File: src/rtl/srec_pkg.sv
`timescale 1ns / 1ps

package srec_pkg;

	localparam logic [7:0] DATA_OVERHEAD = 8'd5;
	localparam logic [7:0] BOOT_POS      = 8'd11;
	localparam logic [7:0] APP_POS       = 8'd13;
	localparam logic [3:0] KIND_S0       = 4'd0;
	localparam logic [3:0] KIND_S3       = 4'd3;
	localparam logic [3:0] KIND_S7       = 4'd7;
	localparam logic [3:0] KIND_NONDIGIT = 4'd15;
	localparam logic [7:0] ALIGN_RESET   = 8'd31;
	localparam logic [7:0] SUM_BASE      = 8'hFF;

	typedef enum logic [1:0] {
		PH_IDLE = 2'b01,
		PH_RUN  = 2'b10
	} phase_t;

	typedef struct packed {
		logic       bad;
		logic [3:0] nib;
	} hex_dec_t;

	function automatic hex_dec_t hex_decode(input logic [7:0] c);
		hex_dec_t r;
		r.bad = 1'b0;
		r.nib = 4'd0;
		case (c) inside
			[8'h30:8'h39]: r.nib = c[3:0];
			[8'h41:8'h46],
			[8'h61:8'h66]: r.nib = 4'(c[2:0] + 3'd1) + 4'd8;
			default: r.bad = 1'b1;
		endcase
		return r;
	endfunction

	function automatic logic [3:0] type_digit(input logic [7:0] c);
		logic [3:0] r;
		case (c) inside
			[8'h30:8'h39]: r = c[3:0];
			default: r = KIND_NONDIGIT;
		endcase
		return r;
	endfunction

endpackage

File: src/rtl/srecord_hex_record_decoder_core.sv
`timescale 1ns / 1ps
// throughput: one character per cycle while the output is not stalled by out_ready;
// the input register feeds one decode step into the output register
// a full output register still lets the input stage take a word while the output is taken
// reset (arst_n low, asynchronous): idle waiting for a start digit, counters and sums zero,
// align_mask back to 31, no output word pending

module srecord_hex_record_decoder_core
	import srec_pkg::*;
(
	input  logic        clk,
	input  logic        arst_n,
	input  logic        in_valid,
	output logic        in_ready,
	input  logic [7:0]  char_in,
	input  logic        start_req,
	input  logic        cfg_valid,
	output logic        cfg_ready,
	input  logic [7:0]  cfg_data,
	output logic        out_valid,
	input  logic        out_ready,
	output logic        kind,
	output logic [7:0]  data_byte,
	output logic [7:0]  byte_index,
	output logic [3:0]  record_type,
	output logic [31:0] address,
	output logic [7:0]  data_length,
	output logic        checksum_ok,
	output logic        misaligned,
	output logic [15:0] boot_version,
	output logic [15:0] app_version,
	output logic        bad_char,
	output logic        last
);

	// input stage
	logic       valid_s1;
	logic [7:0] char_s1;
	logic       start_s1;

	// record state
	phase_t      phase_q;
	logic [7:0]  align_mask_q;
	logic [3:0]  high_nibble_q;
	logic        nibble_odd_q;
	logic [7:0]  byte_count_q;
	logic [7:0]  record_length_q;
	logic [3:0]  record_kind_q;
	logic [31:0] address_acc_q;
	logic [7:0]  byte_sum_q;
	logic [15:0] boot_ver_acc_q;
	logic [15:0] app_ver_acc_q;
	logic        bad_seen_q;

	// output register
	logic        out_valid_q;
	logic        kind_q;
	logic [7:0]  data_byte_q;
	logic [7:0]  byte_index_q;
	logic [3:0]  record_type_q;
	logic [31:0] address_q;
	logic [7:0]  data_length_q;
	logic        checksum_ok_q;
	logic        misaligned_q;
	logic [15:0] boot_version_q;
	logic [15:0] app_version_q;
	logic        bad_char_q;

	logic        adv;
	logic        proc;
	logic        run;
	hex_dec_t    dec;
	logic [7:0]  b;
	logic [7:0]  p;
	logic [7:0]  len_n;
	logic [31:0] addr_n;
	logic [15:0] boot_n;
	logic [15:0] app_n;
	logic        addr_kind;
	logic        byte_done;
	logic        is_sum;
	logic        is_data;
	logic        res_valid;

	assign adv       = !out_valid_q || out_ready;
	assign in_ready  = !valid_s1 || adv;
	assign cfg_ready = 1'b1;
	assign proc      = valid_s1 && adv;
	assign run       = (phase_q == PH_RUN) && !start_s1;

	always_comb begin
		dec       = hex_decode(char_s1);
		b         = {high_nibble_q, dec.nib};
		p         = byte_count_q;
		len_n     = (p == 8'd0) ? b : record_length_q;
		addr_kind = (record_kind_q == KIND_S3) || (record_kind_q == KIND_S7);
		addr_n    = address_acc_q;
		if (addr_kind && p >= 8'd1 && p <= 8'd4) begin
			addr_n = {address_acc_q[23:0], b};
		end
		boot_n = boot_ver_acc_q;
		app_n  = app_ver_acc_q;
		if (record_kind_q == KIND_S0) begin
			if (p == BOOT_POS || p == BOOT_POS + 8'd1) begin
				boot_n = {boot_ver_acc_q[7:0], b};
			end
			if (p == APP_POS || p == APP_POS + 8'd1) begin
				app_n = {app_ver_acc_q[7:0], b};
			end
		end
		byte_done = run && nibble_odd_q;
		is_sum    = byte_done && (p == len_n);
		is_data   = byte_done && !is_sum && (record_kind_q == KIND_S3) && (p >= DATA_OVERHEAD);
		res_valid = proc && (is_sum || is_data);
	end

	always_ff @(posedge clk or negedge arst_n) begin
		if (!arst_n) begin
			valid_s1 <= 1'b0;
		end else if (in_ready) begin
			valid_s1 <= in_valid;
		end
	end

	always_ff @(posedge clk) begin
		if (in_valid && in_ready) begin
			char_s1  <= char_in;
			start_s1 <= start_req;
		end
	end

	always_ff @(posedge clk or negedge arst_n) begin
		if (!arst_n) begin
			align_mask_q <= ALIGN_RESET;
		end else if (cfg_valid && cfg_ready) begin
			align_mask_q <= cfg_data;
		end
	end

	always_ff @(posedge clk or negedge arst_n) begin
		if (!arst_n) begin
			phase_q         <= PH_IDLE;
			high_nibble_q   <= '0;
			nibble_odd_q    <= 1'b0;
			byte_count_q    <= '0;
			record_length_q <= '0;
			record_kind_q   <= '0;
			address_acc_q   <= '0;
			byte_sum_q      <= '0;
			boot_ver_acc_q  <= '0;
			app_ver_acc_q   <= '0;
			bad_seen_q      <= 1'b0;
		end else if (proc) begin
			if (start_s1) begin
				phase_q         <= PH_RUN;
				record_kind_q   <= type_digit(char_s1);
				high_nibble_q   <= '0;
				nibble_odd_q    <= 1'b0;
				byte_count_q    <= '0;
				record_length_q <= '0;
				address_acc_q   <= '0;
				byte_sum_q      <= '0;
				boot_ver_acc_q  <= '0;
				app_ver_acc_q   <= '0;
				bad_seen_q      <= 1'b0;
			end else if (run) begin
				if (dec.bad) begin
					bad_seen_q <= 1'b1;
				end
				if (!nibble_odd_q) begin
					high_nibble_q <= dec.nib;
					nibble_odd_q  <= 1'b1;
				end else begin
					nibble_odd_q    <= 1'b0;
					record_length_q <= len_n;
					address_acc_q   <= addr_n;
					boot_ver_acc_q  <= boot_n;
					app_ver_acc_q   <= app_n;
					if (is_sum) begin
						phase_q <= PH_IDLE;
					end else begin
						byte_sum_q   <= byte_sum_q + b;
						byte_count_q <= p + 8'd1;
					end
				end
			end
		end
	end

	always_ff @(posedge clk or negedge arst_n) begin
		if (!arst_n) begin
			out_valid_q <= 1'b0;
		end else if (adv) begin
			out_valid_q <= res_valid;
		end
	end

	always_ff @(posedge clk) begin
		if (adv && res_valid) begin
			kind_q         <= is_sum;
			data_byte_q    <= is_sum ? 8'd0 : b;
			byte_index_q   <= is_sum ? 8'd0 : p - DATA_OVERHEAD;
			record_type_q  <= is_sum ? record_kind_q : 4'd0;
			address_q      <= (is_sum && addr_kind) ? addr_n : 32'd0;
			data_length_q  <= (is_sum && len_n >= DATA_OVERHEAD) ? len_n - DATA_OVERHEAD : 8'd0;
			// checksum byte is compared against the ones complement of the byte sum
			checksum_ok_q  <= is_sum && ((SUM_BASE - byte_sum_q) == b);
			misaligned_q   <= is_sum && (record_kind_q == KIND_S3)
				&& ((addr_n[7:0] & align_mask_q) != 8'd0);
			boot_version_q <= (is_sum && record_kind_q == KIND_S0) ? boot_n : 16'd0;
			app_version_q  <= (is_sum && record_kind_q == KIND_S0) ? app_n : 16'd0;
			bad_char_q     <= is_sum && (bad_seen_q || dec.bad);
		end
	end

	assign out_valid    = out_valid_q;
	assign kind         = kind_q;
	assign data_byte    = data_byte_q;
	assign byte_index   = byte_index_q;
	assign record_type  = record_type_q;
	assign address      = address_q;
	assign data_length  = data_length_q;
	assign checksum_ok  = checksum_ok_q;
	assign misaligned   = misaligned_q;
	assign boot_version = boot_version_q;
	assign app_version  = app_version_q;
	assign bad_char     = bad_char_q;
	assign last         = kind_q;

`ifndef SYNTHESIS
	a_sum_goes_idle: assert property (@(posedge clk) disable iff (!arst_n)
		(proc && is_sum) |=> (phase_q == PH_IDLE))
		else $error("summary word did not end the record");

	a_odd_only_running: assert property (@(posedge clk) disable iff (!arst_n)
		nibble_odd_q |-> (phase_q == PH_RUN))
		else $error("half byte pending while idle");

	a_data_only_s3: assert property (@(posedge clk) disable iff (!arst_n)
		(proc && is_data) |-> (record_kind_q == KIND_S3 && byte_count_q >= DATA_OVERHEAD))
		else $error("data word outside an s3 data field");

	a_stall_no_step: assert property (@(posedge clk) disable iff (!arst_n)
		(valid_s1 && !adv) |=> ($stable(byte_count_q) && $stable(nibble_odd_q)))
		else $error("record state moved while output stalled");
`endif

endmodule
File: config.mk
export PLATFORM = sky130hd
export DESIGN_NAME = srecord_hex_record_decoder_core
export DESIGN_NICKNAME = d
export VERILOG_FILES = /design/src/rtl/srec_pkg.sv /design/src/rtl/srecord_hex_record_decoder_core.sv
export SDC_FILE = /design/constraint.sdc
export NUM_CORES = 1
export LEC_CHECK = 0
export BUFFER_PORTS_ARGS = -buffer_cell sky130_fd_sc_hd__buf_2
export CORE_UTILIZATION = 55
export CTS_BUF_LIST = sky130_fd_sc_hd__clkbuf_4 sky130_fd_sc_hd__clkbuf_8
export DETAILED_ROUTE_END_ITERATION = 16
export PLACE_DENSITY = 0.72
export RECOVER_POWER = 25
export SLEW_MARGIN = 20
export SYNTH_ARGS = -nofsm -noshare
export SYNTH_HDL_FRONTEND = slang
export SYNTH_SLANG_ARGS = --single-unit
File: constraint.sdc
create_clock -name clk -period 17.33 [get_ports clk]
set_input_delay 1.733 -clock clk [delete_from_list [all_inputs] [get_ports clk]]
set_output_delay 1.733 -clock clk [all_outputs]
set_load 0.05 [all_outputs]
==> results of run 1 <==
power by group through the flow:
stage | Clock [mW] | Combinational [mW] | Sequential (mW)
4_1_cts | 0.454 | 0.392 | 0.638
3_5_place_dp | 0 | 0.391 | 0.647
3_3_place_gp | 0 | 0.390 | 0.646
6_report | 0.444 | 0.393 | 0.638
5_1_grt | 0.476 | 0.427 | 0.644
2_1_floorplan | 0 | 0.215 | 0.738
final cells by class:
| cell class | instances | area, sq um |
|---|---|---|
| clock buffers | 55 | 657 |
| clock inverters | 11 | 65.1 |
| fillers | 1368 | 6090 |
| inverters | 26 | 103 |
| multi-input cells | 566 | 3740 |
| flip-flops and latches | 215 | 5910 |
| well taps | 225 | 282 |
| repair buffers | 133 | 692 |
cell usage after synthesis (5+ instances only):
cell / count / area [sq um]
a21oi_1: 26 / 130
a21oi_2: 38 / 333
a22o_1: 69 / 604
and2_1: 7 / 43.8
buf_2: 5 / 25.0
buf_6: 8 / 90.1
clkbuf_1: 38 / 143
dfrtp_1: 104 / 2600
dfstp_2: 6 / 158
edfxtp_1: 105 / 3150
ha_1: 17 / 213
inv_1: 23 / 86.3
mux2_2: 6 / 67.6
mux2i_1: 21 / 210
nand2_1: 115 / 432
nand2b_1: 6 / 37.5
nand3_1: 9 / 45.0
nor2_1: 63 / 236
nor2_2: 17 / 106
nor2b_1: 10 / 62.6
nor3_1: 11 / 55.1
o211ai_1: 6 / 45.0
o21ai_0: 36 / 180
o22ai_1: 5 / 31.3
o31ai_1: 9 / 67.6
or4_1: 7 / 52.6
xnor2_1: 17 / 149
worst min path at each step:
stage,start,endpoint,slack (ps),cells after the start
6_report,phase_q[1],phase_q[1],480,1
5_1_grt,phase_q[1],phase_q[1],510,1
4_1_cts,phase_q[1],phase_q[1],480,1
3_5_place_dp,phase_q[1],phase_q[1],460,1
3_3_place_gp,phase_q[1],phase_q[1],460,1
2_1_floorplan,phase_q[1],phase_q[1],440,1
routing by layer:
| layer | track usage, % | vias to the layer above | wire length, um |
|---|---|---|---|
| met5 | 0 | - | 0 |
| met4 | 10.7 | 0 | 766 |
| met3 | 5.00 | 47 | 1360 |
| met2 | 37.1 | 272 | 10300 |
| met1 | 37.2 | 3487 | 10300 |
| li1 | - | 3360 | - |
sequential cells by signal, indices dropped and copies added, names as in the netlist, 16 cells and up:
signal / count
boot_version: 16
address: 32
address_acc_q: 32
app_version: 16
app_ver_acc_q: 16
boot_ver_acc_q: 16
per-stage QoR:
step	hold slack [ps]	area, sq um	power [mW]	setup slack, ps	cells
after floorplan	442	10000	0.953	10130	862
after global placement	456	10700	1.04	12420	1165
after CTS	479	11400	1.48	12220	1231
final	484	11400	1.47	11370	1231
after global routing	508	11400	1.55	10290	1231
after detailed placement	465	10700	1.04	12250	1165
cells by family after synthesis:
kind of cell / Yosys count / share of synthesized area [%]
other: 1 / 0.0375
AND/OR/NAND/NOR: 277 / 13.2
AO/OA/AOI/OAI: 221 / 16.6
flip-flops: 215 / 59.1
XOR/XNOR: 21 / 1.84
multiplexers: 28 / 3.00
adder cells (fa/ha/maj): 18 / 2.32
buffers and inverters: 81 / 3.86
==> reports/metrics.cfg, run 1 <==
[placement]
place_congestion = 0.931
dp_hpwl_um = 14900
io_buffers = 120

[critical_path]
path_buf_inv = 2
critPathMaxStageDelay_ps = 2550
arrival_ps = 6110
path_class = primary input to asynchronous set/reset pin
timing.rr.end = address[1]
startpoint_type = primary input
path_common_cell = clkbuf_1
worstPathMaxFanout = 66
endpoint = app_ver_acc_q[11]
worstPathCellList = clkbuf_1, clkbuf_1
r2r_start = byte_count_q[0]
r2r_setup_slack_ps = 12240
worstSetupEndpointType = asynchronous set/reset pin
r2r_cells = 11
worst_ep_required_time_ps = 17480
startpoint = arst_n
cp.depth = 2
slowest_stage = clkbuf_1
crit_family = buffers and inverters

[cts]
postCtsResizedCells = 0
cts_tree = done
holdBufCountCts = 0
clk_latency_ps = 540
cts_sinks = 215
postCtsSetupBuffers = 0
cts.clk_slew.worst_paths_ps = 60
numCtsBuffers = 36
htreeDepth = 2
cts_root_buf = clkbuf_8
clock_path_buffers = 3

[status]
violations = capacitance limit, slew limit
status = finished with violations

[yosys]
synth_async_sr_flop_share_pct = 51.2
syn_inst = 862
ys_warn_count = 0
synthFlopType = edfxtp_1
synth_edf_count = 105
synth_area_sq_um = 10000
yosys_register_bits = 215
yosysSeqAreaShare_pct = 59.1
synth_nets = 902
yosys.cell_types.count = 76
avgSynthCellArea_sq_um = 11.6

[power]
clock_power_share_pct = 30.1
p_sw_share_pct = 35.8
max-vdd-ir-drop_uv = 94.7
power_frac_seq_pct = 43.3
power.internal_mw = 0.947
power.density_nw_per_um2 = 129
pwr-share-comb_pct = 26.6
power.leakage_nw = 4.54
p_sw_mw = 0.527

[layout]
layout_common_cells = buf_2 (118), nand2_1 (115), edfxtp_1 (105), dfrtp_1 (104), a22o_1 (69)
layout_commonest_cell = buf_2
antenna-diode-count = 0
area_growth_pct = 14.4
utilization_pct = 65.3
drive_gt1_share_pct = 28.0
fin_nets = 1018

[global_route]
grt_first_pass_wirelength_um = 36200
overflow = 0
grt_start_max_net_pins = 67
grt_pass1_vias = 6630
antenna_found_initial = 0
grt_usage_pct = 25.5

[floorplanning]
start_util_pct = 57.1
die_area_sq_um = 18700
io_pins = 122
rows = 48
fp.dieH_um = 137
die_w_um = 137
core_sq_um = 17500

[timing]
max_freq_mhz = 168
worst_slew_pin_slew_ps = 3710
relSlewSlack_pct = -147
rsz0062_at_grt = false
period_needed_ps = 5960
clock_skew_ps = 24.5
final_max_slew_viol_count = 113
finalHoldViolCount = 0
timing.final.crit_share_pct = 34.4
setup_viol = 0
fin_setup_tns_ps = 0

[detailed_routing]
first_iter_violations = 528
vias = 7166
first_pass_iters = 5
drc = 0
ant_nets = 0
viasPerCell = 5.82
wire_per_inst_um = 18.5
wl_um = 22800

[hold_path]
hp-class = flop to flop

[job]
maxCapViolations = 2

(Power assumes the default switching activity.)
==> run 2, diff against run 1 <==
Settings changed: ABC_AREA set to 1.
Clock period 17.33 ns to 5.82 ns, I/O delays scaled along.
==> run 2 against run 1 <==
Net effect: the flow still finishes with violations (capacitance limit, slew limit); final cell count grew 17%; critical path type unchanged; area after synthesis increased by 1.4%; sequential power grew to 2.8 times the previous value; combinational power grew to 2.5 times the previous value; die area increased by 1.4%; clock skew is 4.2 ps lower; sequential cell count unchanged; register-to-register slack lost 10000 ps; highest routed layer unchanged; core utilization shrank 0.91 points; non-clock buffer count fell by 6; via count increased by 6.7%.
==> reports/metrics.cfg, run 2 <==
[status]
violations = capacitance limit, slew limit  ; unchanged
status = finished with violations  ; unchanged

[power]
max-vdd-ir-drop_uv = 258  ; was 94.7 uV
pwr-share-comb_pct = 23.8  ; was 26.6%
clock_power_share_pct = 33.5  ; was 30.1%
power_frac_seq_pct = 42.7  ; was 43.3%
power.leakage_nw = 5.51  ; was 4.54 nW
power.density_nw_per_um2 = 358  ; was 129 nW/um^2
p_sw_share_pct = 33.5  ; was 35.8%
power.internal_mw = 2.76  ; was 0.947 mW
p_sw_mw = 1.39  ; was 0.527 mW

[global_route]
grt_start_max_net_pins = 69  ; was 67
grt_usage_pct = 24.5  ; was 25.5%
grt_first_pass_wirelength_um = 36100  ; was 36,200 um
antenna_found_initial = 0  ; unchanged
overflow = 0  ; unchanged
grt_pass1_vias = 7328  ; was 6,630

[floorplanning]
die_w_um = 138  ; was 137 um
io_pins = 122  ; unchanged
core_sq_um = 18000  ; was 17,500 sq um
rows = 49  ; was 48
fp.dieH_um = 138  ; was 137 um
die_area_sq_um = 19000  ; was 18,700 sq um
start_util_pct = 56.3  ; was 57.1%

[yosys]
yosysMostFrequentCell = nand2_1  ; unchanged
yosys.cell_types.count = 40  ; was 76
synth.area.top_cells = edfxtp_1 (31%), dfrtp_1 (26%), nand2_1 (8.2%), inv_1 (5.7%), o21ai_0 (4.7%)  ; was edfxtp_1 (31%), dfrtp_1 (26%), a22o_1 (6.0%), nand2_1 (4.3%), a21oi_2 (3.3%)
synthFlopType = edfxtp_1  ; unchanged
synth_nets = 1110  ; was 902
yosysSeqAreaShare_pct = 58.2  ; was 59.1%
synth_async_sr_flop_share_pct = 51.2  ; unchanged
avgSynthCellArea_sq_um = 9.49  ; was 11.6 sq um
syn_inst = 1070  ; was 862
ys_warn_count = 0  ; unchanged
yosysTopAreaCell = edfxtp_1  ; unchanged
synth_top_area_share_pct = 31.1  ; was 31.5%
ys_top_cells_by_count = nand2_1 (223), inv_1 (153), edfxtp_1 (105)  ; was nand2_1 (115), edfxtp_1 (105), dfrtp_1 (104)
synth_edf_count = 105  ; unchanged
yosys_register_bits = 215  ; unchanged
synth_area_sq_um = 10200  ; was 10,000 sq um

[detailed_routing]
wire_per_inst_um = 15.3  ; was 18.5 um
drc = 0  ; unchanged
wl_um = 22100  ; was 22,800 um
viasPerCell = 5.29  ; was 5.82
first_iter_violations = 574  ; was 528
first_pass_iters = 6  ; was 5
vias = 7646  ; was 7,166
ant_nets = 0  ; unchanged

[placement]
io_buffers = 120  ; unchanged
place_congestion = 0.961  ; was 0.931
dp_hpwl_um = 14400  ; was 14,900 um

[critical_path]
startpoint = arst_n  ; unchanged
r2r_setup_slack_ps = 1980  ; was 12,240 ps
path_class = primary input to asynchronous set/reset pin  ; unchanged
path_buf_inv = 2  ; unchanged
worstPathCellList = clkbuf_1, clkbuf_2  ; was clkbuf_1, clkbuf_1
endpoint = boot_ver_acc_q[14]  ; was app_ver_acc_q[11]
slowest_stage = clkbuf_1  ; unchanged
critPathMaxStageDelay_ps = 2600  ; was 2550 ps
startpoint_type = primary input  ; unchanged
worstPathMaxFanout = 68  ; was 66
crit_family = buffers and inverters  ; unchanged
timing.rr.end = boot_version[9]  ; was address[1]
worst_ep_required_time_ps = 6290  ; was 17,480 ps
worstSetupEndpointType = asynchronous set/reset pin  ; unchanged
arrival_ps = 4420  ; was 6110 ps
r2r_start = byte_count_q[0]  ; unchanged
cp.depth = 2  ; unchanged
r2r_cells = 17  ; was 11

[timing]
finalHoldViolCount = 0  ; unchanged
max_freq_mhz = 254
rsz0062_at_grt = false  ; unchanged
final_max_slew_viol_count = 69  ; was 113
period_needed_ps = 3940
worst_slew_pin_slew_ps = 3780  ; was 3710 ps
fin_setup_tns_ps = 0  ; unchanged
relSlewSlack_pct = -152  ; was -147%
timing.final.crit_share_pct = 67.8
holdWs_ps = 227  ; was 484 ps
setup_viol = 0  ; unchanged
clock_skew_ps = 20.3  ; was 24.5 ps

[job]
maxCapViolations = 1  ; was 2

[cts]
cts_sinks = 215  ; unchanged
clock_path_buffers = 3  ; unchanged
cts_root_buf = clkbuf_8  ; unchanged
postCtsSetupBuffers = 0  ; unchanged
clk_latency_ps = 530  ; was 540 ps
cts.clk_slew.worst_paths_ps = 60  ; about the same
cts_tree = done  ; unchanged
postCtsResizedCells = 0  ; unchanged
holdBufCountCts = 0  ; unchanged
htreeDepth = 2  ; unchanged
numCtsBuffers = 37  ; was 36

[layout]
antenna-diode-count = 0  ; unchanged
drive_gt1_share_pct = 23.7  ; was 28.0%
fin_nets = 1228  ; was 1,018
area_growth_pct = 14.3  ; was 14.4%
layout_common_cells = nand2_1 (223), inv_1 (152), buf_2 (119), edfxtp_1 (105), dfrtp_1 (104)  ; was buf_2 (118), nand2_1 (115), edfxtp_1 (105), dfrtp_1 (104), a22o_1 (69)
layout_commonest_cell = nand2_1  ; was buf_2

[hold_path]
hp-class = primary input to flop  ; was flop to flop

[run 2: cell types whose count changed in the layout (fill, tap and decap cells not counted), moves of 8 or more]
cell and delta:
o21ai_0 +60, xnor2_1 -17, nor2b_1 -10, nand2_1 +108, mux2i_1 -21, inv_1 +129
nand3_1 +37, a22o_1 -69, o31ai_1 -9, a21oi_1 -12, xor2_1 +8, nor2_2 +42
a21oi_2 -39, o22ai_1 +64
[run 2: how the worst min path moves through the flow]
| stage | from | end | slack (ps) | depth (start not counted) |
|---|---|---|---|---|
| 4_1_cts | char_in[5] | char_s1[5] | 200 | 1 |
| 5_1_grt | char_in[5] | char_s1[5] | 210 | 1 |
| 3_3_place_gp | byte_sum_q[6] | byte_sum_q[6] | 460 | 2 |
| 6_report | char_in[5] | char_s1[5] | 230 | 1 |
| 2_1_floorplan | arst_n | address_acc_q[0] | 290 | 0 |
| 3_5_place_dp | byte_sum_q[5] | byte_sum_q[5] | 470 | 2 |
[run 2: cell type report]
class	instances	area (sq um)
well taps	229	287
flip-flops and latches	215	5910
clock inverters	11	81.3
repair buffers	127	649
clock buffers	56	677
multi-input cells	649	3400
fillers	1502	6420
inverters	158	596
[run 2: cells by family after synthesis]
logic type | synth area share (%)
multiplexers | 0.555
AO/OA/AOI/OAI | 10.5
other | 0.0369
XOR/XNOR | 1.04
adder cells (fa/ha/maj) | 2.29
flip-flops | 58.2
AND/OR/NAND/NOR | 19.0
buffers and inverters | 8.38
[run 2: layer usage]
layer	vias to the layer above	share of wire [%]	global-route usage, %
li1	3762	-	-
met1	3588	46	34.6
met2	252	46	38.6
met3	44	5.4	4.42
met4	0	2.0	7.85
met5	-	0	0
[run 2: power groups by stage]
stage                     sequential [mW]  clock (mW)  combinational [mW]
after CTS                            1.78        1.42               0.988
after global placement               1.80           0               0.971
after detailed placement             1.80           0               0.982
after floorplan                      1.89           0               0.676
final                                1.77        1.39               0.990
after global routing                 1.79        1.47                1.11
[run 2: metrics by stage]
step	power [mW]	instances	instance area, sq um	util, %	worst slack, ps
2_1_floorplan	2.57	1070	10200	-	1500
5_1_grt	4.37	1445	11600	64.4	1010
6_report	4.16	1445	11600	64.4	1880
3_5_place_dp	2.79	1378	10900	60.2	1940
4_1_cts	4.18	1445	11600	64.4	1910
3_3_place_gp	2.77	1378	10900	60.2	2100
==> run 3, diff against run 2 <==
Settings changed: ABC_AREA 1 to 0.
Clock period 5.82 ns to 3.9 ns, I/O delays scaled along.
==> run 3 against run 2 <==
Net effect: the run still ends with capacitance limit, slew limit left; sequential cell count unchanged; design area increased by 1.7%; sequential power increased by 59%; via count decreased by 3.5%; critical path depth increased by 13; setup slack got worse by 1600 ps; first-iteration DRC count increased by 35%; count of clock-buffer cells in the layout decreased by 5; combinational power increased by 100%; core utilization increased by 2.9 points; wire length increased by 7.4%; critical path type is now flop to flop; largest cell class unchanged.
==> reports/metrics.cfg, run 3 (synthesis results as in run 1) <==
[timing]
finalHoldViolCount = 0  ; unchanged
period_needed_ps = 3630
rsz0062_at_grt = false  ; unchanged
max_freq_mhz = 276
holdWs_ps = 37.7  ; was 227 ps
final_max_slew_viol_count = 78  ; was 69
relSlewSlack_pct = -32.4  ; was -152%
worst_slew_pin_slew_ps = 1990  ; was 3780 ps
clock_skew_ps = 20.0  ; was 20.3 ps
setup_viol = 0  ; unchanged
timing.final.crit_share_pct = 93.0

[global_route]
grt_usage_pct = 26.7  ; was 24.5%
grt_start_max_net_pins = 78  ; was 69
grt_pass1_vias = 7233  ; was 7,328
overflow = 0  ; unchanged
antenna_found_initial = 0  ; unchanged
grt_first_pass_wirelength_um = 38100  ; was 36,100 um

[cts]
cts_tree = done  ; unchanged
numCtsBuffers = 36  ; was 37
clk_latency_ps = 530  ; about the same
clock_path_buffers = 3  ; unchanged
cts.clk_slew.worst_paths_ps = 60  ; about the same
htreeDepth = 2  ; unchanged
cts_sinks = 215  ; unchanged
cts_root_buf = clkbuf_8  ; unchanged
postCtsResizedCells = 0  ; unchanged

[layout]
area_growth_pct = 17.9  ; was 14.3%
antenna-diode-count = 0  ; unchanged
finish.instance_area_sq_um = 11800  ; was 11,600 sq um
drive_gt1_share_pct = 30.3  ; was 23.7%
fin_nets = 1047  ; was 1,228
layout_commonest_cell = buf_2  ; was nand2_1
layout_common_cells = buf_2 (119), nand2_1 (115), edfxtp_1 (105), dfrtp_1 (104), a22o_1 (69)  ; was nand2_1 (223), inv_1 (152), buf_2 (119), edfxtp_1 (105), dfrtp_1 (104)

[detailed_routing]
wl_um = 23800  ; was 22,100 um
first_pass_iters = 5  ; was 6
vias = 7379  ; was 7,646
first_iter_violations = 775  ; was 574
drc = 0  ; unchanged
ant_nets = 0  ; unchanged
wire_per_inst_um = 18.9  ; was 15.3 um
viasPerCell = 5.86  ; was 5.29

[power]
power.leakage_nw = 4.73  ; was 5.51 nW
power_frac_seq_pct = 40.4  ; was 42.7%
power.internal_mw = 4.47  ; was 2.76 mW
p_sw_share_pct = 35.6  ; was 33.5%
clock_power_share_pct = 31.0  ; was 33.5%
pwr-share-comb_pct = 28.6  ; was 23.8%
max-vdd-ir-drop_uv = 476  ; was 258 uV
power.density_nw_per_um2 = 588  ; was 358 nW/um^2
p_sw_mw = 2.47  ; was 1.39 mW

[status]
status = finished with violations  ; unchanged
violations = capacitance limit, slew limit  ; unchanged

[floorplanning]
rows = 48  ; was 49
start_util_pct = 57.1  ; was 56.3%
core_sq_um = 17500  ; was 18,000 sq um
die_area_sq_um = 18700  ; was 19,000 sq um
fp.dieH_um = 137  ; was 138 um
io_pins = 122  ; unchanged
die_w_um = 137  ; was 138 um

[placement]
place_congestion = 0.922  ; was 0.961
dp_hpwl_um = 15600  ; was 14,400 um
placed_area_sq_um = 11000  ; was 10,900 sq um
io_buffers = 120  ; unchanged

[critical_path]
r2r_setup_slack_ps = 270  ; was 1980 ps
worst_ep_required_time_ps = 4300  ; was 6290 ps
path_class = flop to flop  ; was primary input to asynchronous set/reset pin
slowest_stage = edfxtp_1  ; was clkbuf_1
critPathMaxStageDelay_ps = 490  ; was 2600 ps
worstPathMaxFanout = 7  ; was 68
worstSetupEndpointType = flop  ; was asynchronous set/reset pin
worstPathCellList = inv_1, ha_1, o21bai_1, a21oi_1, mux2i_1, buf_4, nor2_4, ha_1, a21o_1, a21oi_1, o21ai_0, o41ai_1, xnor2_1, nor3b_1, a221o_1  ; was clkbuf_1, clkbuf_2
startpoint_type = flop  ; was primary input
arrival_ps = 4030  ; was 4420 ps

[job]
maxCapViolations = 1  ; unchanged

[hold_path]
hp-class = primary input to flop  ; unchanged

run 3: cell count changes in the layout (fill, tap and decap cells not counted), moves of 37 or more:
cell / delta
nor2_2: -44
nand3_1: -37
a22o_1: +69
o22ai_1: -64
o21ai_0: -60
inv_1: -131
a21oi_2: +39
nand2_1: -108
run 3: power groups by stage:
| stage | clock network [mW] | logic, mW | registers (mW) |
|---|---|---|---|
| global placement | 0 | 1.95 | 2.84 |
| global route | 2.27 | 2.14 | 2.83 |
| detailed placement | 0 | 1.97 | 2.85 |
| finish | 2.15 | 1.98 | 2.81 |
| floorplan | 0 | 1.03 | 3.27 |
| CTS | 2.19 | 1.98 | 2.81 |
run 3: cell type report:
type,instances,area (sq um)
Clock inverter,14,120
Fill cell,1365,5730
Timing Repair Buffer,162,948
Sequential cell,215,5910
Multi-Input combinational cell,566,3770
Inverter,26,110
Tap cell,225,282
Clock buffer,51,664
run 3: repair_timing:
item,CTS,global route
hold buffers,0,1
setup buffers,0,0
endpoints found under the hold margin,0,69
run 3: path summary, 6_finish.rpt:
check / startpoint / end / depth (start not counted)
min in group asynchronous: arst_n / record_kind_q[2] / 2
setup reg to reg: char_s1[0] / byte_sum_q[7] / 15
setup / recovery: char_s1[0] / byte_sum_q[7] / 15
max in group asynchronous: arst_n / high_nibble_q[1] / 3
hold / removal: char_in[1] / char_s1[1] / 1
hold reg to reg: phase_q[1] / phase_q[1] / 1
run 3: routing by layer:
metal  GRT usage (%)  part of all wire (%)  vias to the layer above  wire [um]
met4            11.1                   2.7                        0        634
met1            37.1                    44                     3622      10400
met3            4.74                   6.3                       52       1500
li1                -                     -                     3409          -
met2            41.7                    47                      296      11200
met5               0                     0                        -          0
run 3: stage by stage:
stage | util (%) | std cells | setup TNS, ps | power (mW) | setup WS (ps)
2_1_floorplan | - | 862 | -37270 | 4.29 | -388
4_1_cts | 67.3 | 1258 | 0 | 6.98 | 274
3_3_place_gp | 62.8 | 1193 | 0 | 4.80 | 406
5_1_grt | 67.3 | 1259 | 0 | 7.24 | 21.5
6_report | 67.3 | 1259 | 0 | 6.94 | 274
3_5_place_dp | 62.8 | 1193 | 0 | 4.81 | 269
run 3: worst max-delay path: cells and delay by family (launching register included):
kind | cells | cell delay [ps]
buf+inv | 2 | 320
flops | 1 | 490
compound gates | 7 | 1660
fa+ha+maj | 2 | 490
simple gates | 2 | 110
xor+xnor | 1 | 190
mux | 1 | 250
